**src/mqa_ram.sv**
```systemverilog
`timescale 1ns / 1ps
module mqa_ram #(
    parameter int WIDTH = 8,
    parameter int DEPTH = 16
) (
    input  logic                     clk,
    input  logic                     we,
    input  logic [$clog2(DEPTH)-1:0] waddr,
    input  logic [WIDTH-1:0]         wdata,
    input  logic                     re,
    input  logic [$clog2(DEPTH)-1:0] raddr,
    output logic [WIDTH-1:0]         rdata
);

    logic [WIDTH-1:0] mem [DEPTH];
    logic [WIDTH-1:0] rdata_reg;

    always_ff @(posedge clk)
    begin
        if (we)
        begin
            mem[waddr] <= wdata;
        end
        if (re)
        begin
            rdata_reg <= mem[raddr];
        end
    end

    assign rdata = rdata_reg;

endmodule

```
**config.mk**
```make
export PLATFORM = sky130hd
export DESIGN_NAME = mqa_ram
export DESIGN_NICKNAME = d
export VERILOG_FILES = /design/src/mqa_ram.sv
export SDC_FILE = /design/constraint.sdc
export NUM_CORES = 1
export LEC_CHECK = 0
export BUFFER_PORTS_ARGS = -buffer_cell sky130_fd_sc_hd__clkbuf_2
export CORE_ASPECT_RATIO = 1.2
export CORE_MARGIN = 3
export CORE_UTILIZATION = 55
export CTS_CLUSTER_SIZE = 16
export DETAILED_ROUTE_END_ITERATION = 10
export PLACE_DENSITY = 0.76
export SETUP_SLACK_MARGIN = 0.15
export SLEW_MARGIN = 20
export SYNTH_ARGS = -nofsm -noshare
export SYNTH_HDL_FRONTEND = slang
export SYNTH_SLANG_ARGS = --single-unit
```
**constraint.sdc**
```tcl
create_clock -name clk -period 2.1 [get_ports clk]
set_input_delay 0.21 -clock clk [delete_from_list [all_inputs] [get_ports clk]]
set_output_delay 0.21 -clock clk [all_outputs]
set_load 0.02 [all_outputs]
```
==> results.md, run 1 <==
* Adder-cell share of the synthesized area at 0%
* Comb pwr share at 4.7%
* Initial antenna violation count at 0
* Critical path class: flip-flop to flip-flop
* Worst setup path start: mem[4][3]
* Pint at 0.00486 W
* Tightest Pin Transition at 0.429 ns
* Clock tree buffer depth at 2
* Mapped Area at 0.00523 mm^2
* Final period util at ~71%
* Chip width at 95.0 um
* Reg2Reg Depth at 3
* Commonest non-fill, non-tap cell in the layout: edfxtp_1
* Max reg flops at 128
* Initial core utilization at 57.3%
* WP data required at 2.37 ns
* GPL Wtd Cong at 0.702
* Area leader, netlist: edfxtp_1
* Global-route total usage across every layer at 20.5%
* Status: finished clean
* Fin util at 67.5%
* Synth area leaders: edfxtp_1 (78%), mux4_2 (7.8%), mux4_1 (7.0%)
* CTS tree: yes
* Clock power share at a little under half
* Leak at 2.08 nW
* Fmax at 0.671 GHz
* Syn nets at ~250
* Psw at 0.00127 W
* Largest net degree at the start of global routing at 33
* Worst Clk Skew at 0.00675 ns
* Avg Cell Area, Syn at 22.8 um^2
* Minimum clock period at between 1 and 1.5 ns
* Total CTS buffers at 17
* Via Count at roughly 2500
* I/O pin cnt at 27
* Peak VDD IR at 0.814 mV
* # resized after CTS at 0
* Avg Vias per Cell at 5.98
* Distinct cells, synth at 18
* Hold-fix buffers, CTS at 0
* IO Port Bufs at 26
* Clk Tree Root Cell: clkbuf_8
* Reg2Reg Setup Slack at 0.61 ns
* Power share of the sequential group at about half
* Reg2reg end: rdata[3]
* Simple-Gate Fraction of Synth Area at 3.14%
* Slew margin rel. at 71.4%
* ANT nets after route at 0
* First-pass DRT Iterations at 4
* Kind of end point of the critical path: flip-flop
* Max-cap viol count at 0
* Final HPWL DP at 5800 um
* Compound-gate portion of the synthesized area at 2.30%
* Final TNS setup at 0 ns
* CP Data Arrival Time at 1.76 ns
* RSZ-0062 raised after global routing: no
* Area share of the largest cell type after synthesis at approximately four fifths
* Die height at between 100 and 150 um
* Post-Route WL at 9650 um
* Syn-to-layout area delta at 17.9%
* Postcts setup bufs at 0
* Worst hold path class: input pin to flip-flop
* Largest family of logic cells by synthesized area: multiplexers
* Register area share after synthesis at just under 80%
* WL/cell at 23.1 um
* Fin. Hold Viols at 0
* Post-Synthesis Cells at 229
* Die area at ~0.011 mm^2
* Grt ovf at 0
* # setup viols final at 0
* Crit path to: rdata[3]
* Switching share of power at roughly a fifth
* # diodes at 0
* Worst-path fanout max at 1
* H-tree depth at 4
* Origin of the critical flop-to-flop path: mem[4][3]
* Hold Path Depth at 1
* Fillers at 581
* TritonCTS sink count at 136
* Number of synthesis warnings at 0
* Seq cells post-synth at 136
* DRT iter0 DRCs at 227
* Critical path launch point type: flip-flop
* Post-Synth XOR/XNOR Area at 0%
* Most frequent cells in the layout: edfxtp_1 (136), clkbuf_2 (26), mux4_2 (18), buf_4 (18)
* Worst-path clk slew at 0.06 ns
* Mux share of post-synthesis cell area at 14.8%
* Max-slew violations at 0
* Layout cell share with drive strength beyond 1 at 32.7%
* Clk_lat worst skew at 0.53 ns
* Nets at between 300 and 400
* Core area at 0.00913 mm^2
* Number of global-route vias before repair at around 2600
* Pwr Density at ~1000 mW/mm^2
* Post-route DRC at 0
* First-pass GRT wire length at 14900 um
* Placement Rows at 38
-- worst max-delay path: stages, from the launching register on --
cell      delay (ns)
edfxtp_1        0.39
mux4_1          0.57
a22oi_1         0.21
nand2_1         0.08
-- cell usage after synthesis, drive strengths merged --
| master | count |
|---|---|
| nand3 | 1 |
| or3b | 1 |
| a22oi | 16 |
| and2b | 1 |
| nand2b | 2 |
| nor3 | 4 |
| buf | 7 |
| clkdlybuf4s25 | 3 |
| and2 | 1 |
| edfxtp | 136 |
| nand2 | 9 |
| nor2b | 1 |
| mux4 | 32 |
| nor2 | 13 |
| nand3b | 2 |
-- final cells by class --
| type | count | area (um^2) | share of cell area (%) |
|---|---|---|---|
| clock buffer | 17 | 414 | 6.72 |
| tap | 120 | 150 | 2.44 |
| clock inverter | 15 | 153 | 2.48 |
| multi-input combinational | 83 | 1060 | 17.2 |
| timing repair buffer | 46 | 305 | 4.95 |
| sequential | 136 | 4080 | 66.3 |
-- how the worst min path moves through the flow --
stage               startpoint  slack (ns)         end
floorplan             wdata[0]        0.31   mem[0][0]
global placement      wdata[7]        0.61  mem[15][7]
detailed placement          re        0.63    rdata[4]
CTS                         re        0.07    rdata[4]
global route                re        0.08    rdata[4]
finish                      re        0.09    rdata[4]
-- power by group through the flow --
stage	sequential (W)	clock (W)	combinational (W)
global route	0.00308	0.00293	0.000316
detailed placement	0.00313	0	0.000292
floorplan	0.00314	0	0.000154
CTS	0.00308	0.00281	0.000295
finish	0.00307	0.00277	0.000291
global placement	0.00313	0	0.000285
-- kinds of logic after synthesis --
| group | count (synthesis) |
|---|---|
| simple gates | 35 |
| mux | 32 |
| flops | 136 |
| buf+inv | 10 |
| compound gates | 16 |
-- routing by layer --
metal	part of all wire, %	GRT usage, %	wire [um]	up-vias
met4	2.5	9.91	238	0
met3	7.6	6.98	734	21
li1	-	-	-	1093
met2	50	31.0	4840	112
met1	40	26.9	3840	1266
met5	0	0	0	-
-- stage by stage --
step	setup WS, ns	area, um^2	hold WS, ns	power (W)	cells
2_1_floorplan	0.397	5230	0.309	0.00330	229
3_3_place_gp	0.306	5600	0.612	0.00341	385
3_5_place_dp	0.310	5600	0.631	0.00342	385
4_1_cts	0.606	6160	0.0657	0.00619	417
5_1_grt	0.552	6160	0.0755	0.00632	417
6_report	0.611	6160	0.0938	0.00613	417
Power figures use the tool's default switching activity.
==> run 2: changes to the inputs <==
--- a/config.mk
+++ b/config.mk
@@ -5,6 +5,7 @@
 export SDC_FILE = /design/constraint.sdc
 export NUM_CORES = 1
 export LEC_CHECK = 0
+export ABC_AREA = 1
 export BUFFER_PORTS_ARGS = -buffer_cell sky130_fd_sc_hd__clkbuf_2
 export CORE_ASPECT_RATIO = 1.2
 export CORE_MARGIN = 3
==> constraint.sdc (replaced) <==
create_clock -name clk -period 1.5 [get_ports clk]
set_input_delay 0.15 -clock clk [delete_from_list [all_inputs] [get_ports clk]]
set_output_delay 0.15 -clock clk [all_outputs]
set_load 0.02 [all_outputs]
==> results.md, run 2 <==
* GPL Wtd Cong at 0.814
* I/O pin cnt at 27
* Comb pwr share at 6.3%
* Post-Synthesis Cells at about 550
* Postcts setup bufs at 0
* Placement Rows at 40
* Register area share after synthesis at 69.8%
* Initial core utilization at 57.3%
* Via Count at 3995
* Reg area at 0.00408 mm^2
* Clk Tree Root Cell: clkbuf_16
* Commonest non-fill, non-tap cell in the layout: nand2_1
* Crit path top cell by count: nand3_1
* WP data required at 1.66 ns
* Number of synthesis warnings at 0
* Tightest Pin Transition at 0.604 ns
* Fin. Hold Viols at 0
* Crit path cell chain: inv_1 > nand2_1 > nand3_1 > nand3_1 > nand3_1 > nand2_1
* Power share of the sequential group at roughly 50%
* Worst hold path class: input pin to flip-flop
* Die area at 0.0119 mm^2
* Critical path launch point type: flip-flop
* WL/cell at ~18 um
* Critical path class: flip-flop to flip-flop
* CP max-delay cell: edfxtp_1
* Die height at 119 um
* First-pass GRT wire length at 20700 um
* Nets at 613
* Clock power share at 43.3%
* ANT nets after route at 0
* Clock tree buffer depth at 2
* Leak at 2.92 nW
* Syn nets at between 500 and 600
* Status: finished clean
* Max-cap viol count at 0
* Fillers at roughly 770
* Seq cells post-synth at 136
* Kind of end point of the critical path: flip-flop
* Syn-to-layout area delta at 14.5%
* Initial antenna violation count at 0
* Post-Route WL at 12900 um
* Fmax at 0.863 GHz
* Worst Clk Skew at 0.00581 ns
* Post-route DRC at 0
* # diodes at 0
* CTS tree: yes
* Psw at 0.00186 W
* Switching share of power at 21.7%
* Chip width at about 100 um
* CP Data Arrival Time at 1.32 ns
* First-pass DRT Iterations at 6
* Top cells by count, synth: nand2_1 (173), edfxtp_1 (136), inv_1 (100), nand3_1 (97), nor2_1 (17)
* Final TNS setup at 0 ns
* Largest net degree at the start of global routing at 65
* # resized after CTS at 0
* Distinct cells, synth at 11
* Mapped Area at 0.00585 mm^2
* TritonCTS sink count at 136
* Avg Vias per Cell at 5.45
* Number of global-route vias before repair at between 3000 and 4000
* Core area at 0.0102 mm^2
* Global-route total usage across every layer at 23.2%
* Fin util at 65.6%
* RSZ-0062 raised after global routing: no
* Total CTS buffers at 17
* Pint at approximately 0.0067 W
* Hold-fix buffers, CTS at 0
* IO Port Bufs at 26
* Async S/R FF share, synth at 0%
* Grt ovf at 0
* Layout cell share with drive strength beyond 1 at roughly 13%
* Area share of the largest cell type after synthesis at 69.8%
* Max-slew violations at 0
* Synth area leaders: edfxtp_1 (70%), nand2_1 (11%), nand3_1 (8.3%)
* Clk_lat worst skew at 0.41 ns
* Count leader, synth: nand2_1
* # setup viols final at 0
* Worst-path fanout max at 1
* H-tree depth at 4
* Peak VDD IR at 0.779 mV
* Synth Flop Type: edfxtp_1
* Final HPWL DP at 7970 um
* Largest stage delay on the critical path at 0.39 ns
* Slew margin rel. at roughly 60%
* Avg Cell Area, Syn at ~11 um^2
* Multi-input logic area at 0.00121 mm^2
* Final period util at between 70 and 80%
* Most frequent cells in the layout: nand2_1 (173), edfxtp_1 (136), inv_1 (100)
* DRT iter0 DRCs at about 470
* Minimum clock period at 1.16 ns
* Pwr Density at 1280 mW/mm^2
* Worst-path clk slew at 0.06 ns
* Area leader, netlist: edfxtp_1
* Max reg flops at 128
* Post-synth EDFFs at 136
-- run 2: layout make-up --
type                       instances  share of cell area [%]
inverter                         102                    5.72
multi-input combinational        289                    18.1
sequential                       136                    61.0
tap                              126                    2.35
clock buffer                      22                    6.63
clock inverter                    10                    1.20
timing repair buffer              48                    4.97
-- run 2: per-layer routing --
layer	GRT usage (%)	part of all wire, %	vias up
li1	-	-	1868
met1	29.4	40	1892
met2	37.1	50	196
met3	6.97	7.4	39
met4	9.52	3.1	0
met5	0	0	-
-- run 2: cell families after synthesis --
logic type	share of synthesized area (%)
simple gates	20.8
flops	69.8
buf+inv	9.39
-- run 2: through the flow --
step / hold WS (ns) / setup WS [ns] / power [W] / std cells / cell area, um^2
floorplan: 0.249 / 0.399 / 0.00470 / 551 / 5850
global placement: 0.542 / 0.178 / 0.00490 / 701 / 6170
detailed placement: 0.542 / 0.140 / 0.00491 / 701 / 6170
CTS: 0.113 / 0.340 / 0.00856 / 733 / 6700
global route: 0.127 / 0.274 / 0.00881 / 733 / 6700
finish: 0.127 / 0.342 / 0.00855 / 733 / 6700
-- run 2: critical path: cells and delay by family, from the launching register on --
family	cells	cell delay, ns
buffers and inverters	1	0.07
AND/OR/NAND/NOR	5	0.46
flip-flops	1	0.39
-- run 2: worst paths after layout --
check / cells after the start / start / end / slack, ns
max: 6 / mem[5][0] / rdata[0] / 0.34
min: 1 / re / rdata[6] / 0.13
max reg2reg: 6 / mem[5][0] / rdata[0] / 0.34
min reg2reg: 6 / mem[10][6] / rdata[6] / 0.75
-- run 2: power groups by stage --
| stage | combinational, W | clock [W] | sequential, W |
|---|---|---|---|
| floorplan | 0.000300 | 0 | 0.00440 |
| global placement | 0.000516 | 0 | 0.00438 |
| detailed placement | 0.000528 | 0 | 0.00438 |
| CTS | 0.000535 | 0.00372 | 0.00431 |
| global route | 0.000590 | 0.00391 | 0.00431 |
| finish | 0.000536 | 0.00370 | 0.00431 |
==> run 3: changes to the inputs <==
--- a/config.mk
+++ b/config.mk
@@ -5,7 +5,7 @@
 export SDC_FILE = /design/constraint.sdc
 export NUM_CORES = 1
 export LEC_CHECK = 0
-export ABC_AREA = 1
+export ABC_AREA = 0
 export BUFFER_PORTS_ARGS = -buffer_cell sky130_fd_sc_hd__clkbuf_2
 export CORE_ASPECT_RATIO = 1.2
 export CORE_MARGIN = 3
==> constraint.sdc (replaced) <==
create_clock -name clk -period 1.1 [get_ports clk]
set_input_delay 0.11 -clock clk [delete_from_list [all_inputs] [get_ports clk]]
set_output_delay 0.11 -clock clk [all_outputs]
set_load 0.02 [all_outputs]
==> results.md, run 3 (synthesis results as in run 1) <==
* Slew margin rel. at 45.7%
* HP Start: wdata[3]
* Die area at 0.0107 mm^2
* Final worst slack at -0.357 ns
* Failing checks: negative setup slack
* Chip width at 95.0 um
* Worst-path fanout max at 1
* CP Data Arrival Time at 1.72 ns
* Core area at 0.00913 mm^2
* IO Port Bufs at 26
* Tightest Pin Transition at 0.813 ns
* Psw at 0.00236 W
* Reg2Reg Depth at 3
* Placement Rows at 38
* Postcts setup bufs at 0
* Max reg flops at between 100 and 150
* I/O pin cnt at 27
* ANT nets after route at 0
* Origin of the critical flop-to-flop path: mem[3][5]
* Clk_lat worst skew at roughly 0.51 ns
* Reg2reg end: rdata[5]
* Critical path class: flip-flop to flip-flop
* # diodes at 0
* CP max-delay cell: mux4_2
* Kind of end point of the critical path: flip-flop
* CTS tree: yes
* Avg Vias per Cell at 5.96
* Initial antenna violation count at 0
* Commonest non-fill, non-tap cell in the layout: edfxtp_1
* Final HPWL DP at about 6500 um
* # setup viols final at 16
* Crit path cell chain: mux4_2 > a22oi_2 > nand2_1
* Initial core utilization at between 50% and 60%
* Max-slew violations at 0
* Clk Tree Root Cell: clkbuf_8
* DP Cell Count at 396
* Reg2Reg Setup Slack at -0.36 ns
* Power share of the sequential group at 49.2%
* RSZ-0062 raised after global routing: yes
* Final period util at 132%
* WL/cell at 23.9 um
* Largest stage delay on the critical path at 0.51 ns
* Dpl ws at -0.523 ns
* Worst setup path start: mem[3][5]
* Layout cell share with drive strength beyond 1 at ~44%
* Global-route total usage across every layer at 21.5%
* Clock tree buffer depth at 2
* Worst-path clk slew at 0.06 ns
* Comb pwr share at 5.9%
* Die height at roughly 110 um
* GPL Wtd Cong at 0.730
* Via Count at 2557
* Critical path launch point type: flip-flop
* Pwr Density at 1830 mW/mm^2
* Layout Cells excl Fill at 429
* Max-cap viol count at 0
* Grt ovf at 0
* Minimum clock period at 1.46 ns
* Status: finished, violations left
* TritonCTS sink count at 136
* First-pass DRT Iterations at 5
* Most frequent cells in the layout: edfxtp_1 (136), mux4_2 (31), buf_4 (19)
* Post-Route WL at 10200 um
* Number of global-route vias before repair at 2824
* Hold_ws at 0.0299 ns
* Worst hold path class: input pin to flip-flop
* Switching share of power at slightly below 20%
* Post-route DRC at 0
* Largest net degree at the start of global routing at 18
* Fmax at 0.686 GHz
* First-pass GRT wire length at 16000 um
* H-tree depth at 4
* Crit path to: rdata[5]
* Pint at 0.00959 W
* Leak at 2.16 nW
* Clock power share at 44.9%
* Nets at 315
* Fin. Hold Viols at 0
* Syn-to-layout area delta at 25.0%
* Total CTS buffers at 17
* DRT iter0 DRCs at 254
* Peak VDD IR at 1.44 mV
* Worst Clk Skew at 0.00540 ns
* WP data required at 1.36 ns
run 3: cell count changes in the layout (fill, tap and decap cells not counted), sizes merged, moves of 2 or more:
cell | before | now
buf | 22 | 39
nand3 | 97 | 1
nor3 | 0 | 4
clkbuf | 48 | 40
nor2 | 17 | 13
clkinv | 8 | 6
nand2b | 0 | 2
bufinv | 1 | 3
a22oi | 0 | 16
mux4 | 0 | 32
inv | 102 | 0
nand2 | 173 | 9
run 3: how the worst min path moves through the flow:
stage                            to  slack, ns  cells past startpoint
after floorplan           mem[0][0]       0.21                      0
after global placement    mem[0][5]       0.52                      1
after detailed placement   rdata[2]       0.53                      1
after CTS                 mem[4][3]       0.02                      1
after global routing      mem[6][1]       0.04                      1
final                     mem[4][3]       0.03                      1
run 3: per-stage QoR:
| step | TNS, ns | util, % | instance area, um^2 | total power [W] |
|---|---|---|---|---|
| global placement | -20.65 | 64.7 | 5900 | 0.00663 |
| global route | -3.51 | 71.6 | 6540 | 0.0123 |
| CTS | -3.17 | 71.0 | 6480 | 0.0120 |
| detailed placement | -22.09 | 64.7 | 5900 | 0.00665 |
| finish | -2.82 | 71.6 | 6540 | 0.0120 |
| floorplan | -3.71 | - | 5360 | 0.00636 |
run 3: timing repair:
action / CTS / global route
endpoints found under the setup margin: 16 / 16
resized for setup: 1 / 24
pin swaps: 0 / 2
hold endpoints to repair: 8 / 0
hold buffers: 1 / 0
run 3: power groups by stage:
stage / Sequential (W) / Combinational (W) / Clock (W)
final: 0.00588 / 0.000708 / 0.00536
after global placement: 0.00597 / 0.000654 / 0
after detailed placement: 0.00598 / 0.000673 / 0
after floorplan: 0.00600 / 0.000354 / 0
after CTS: 0.00588 / 0.000685 / 0.00539
after global routing: 0.00589 / 0.000758 / 0.00564
run 3: critical path, delay by kind of cell (launching register included):
kind | cells | cell delay, ns
simple gates | 1 | 0.09
flops | 1 | 0.39
compound gates | 1 | 0.22
mux | 1 | 0.51
run 3: layer usage:
metal | global-route usage [%] | part of all wire, %
met1 | 26.7 | 38
met2 | 34.8 | 54
met3 | 6.12 | 4.9
met4 | 10.1 | 2.5
met5 | 0 | 0
run 3: cell type report:
cell class                 count  area [um^2]
timing repair buffer          58          561
tap                          120          150
clock buffer                  22          433
clock inverter                10          128
sequential                   136         4080
multi-input combinational     83         1180
fill                         527         2590
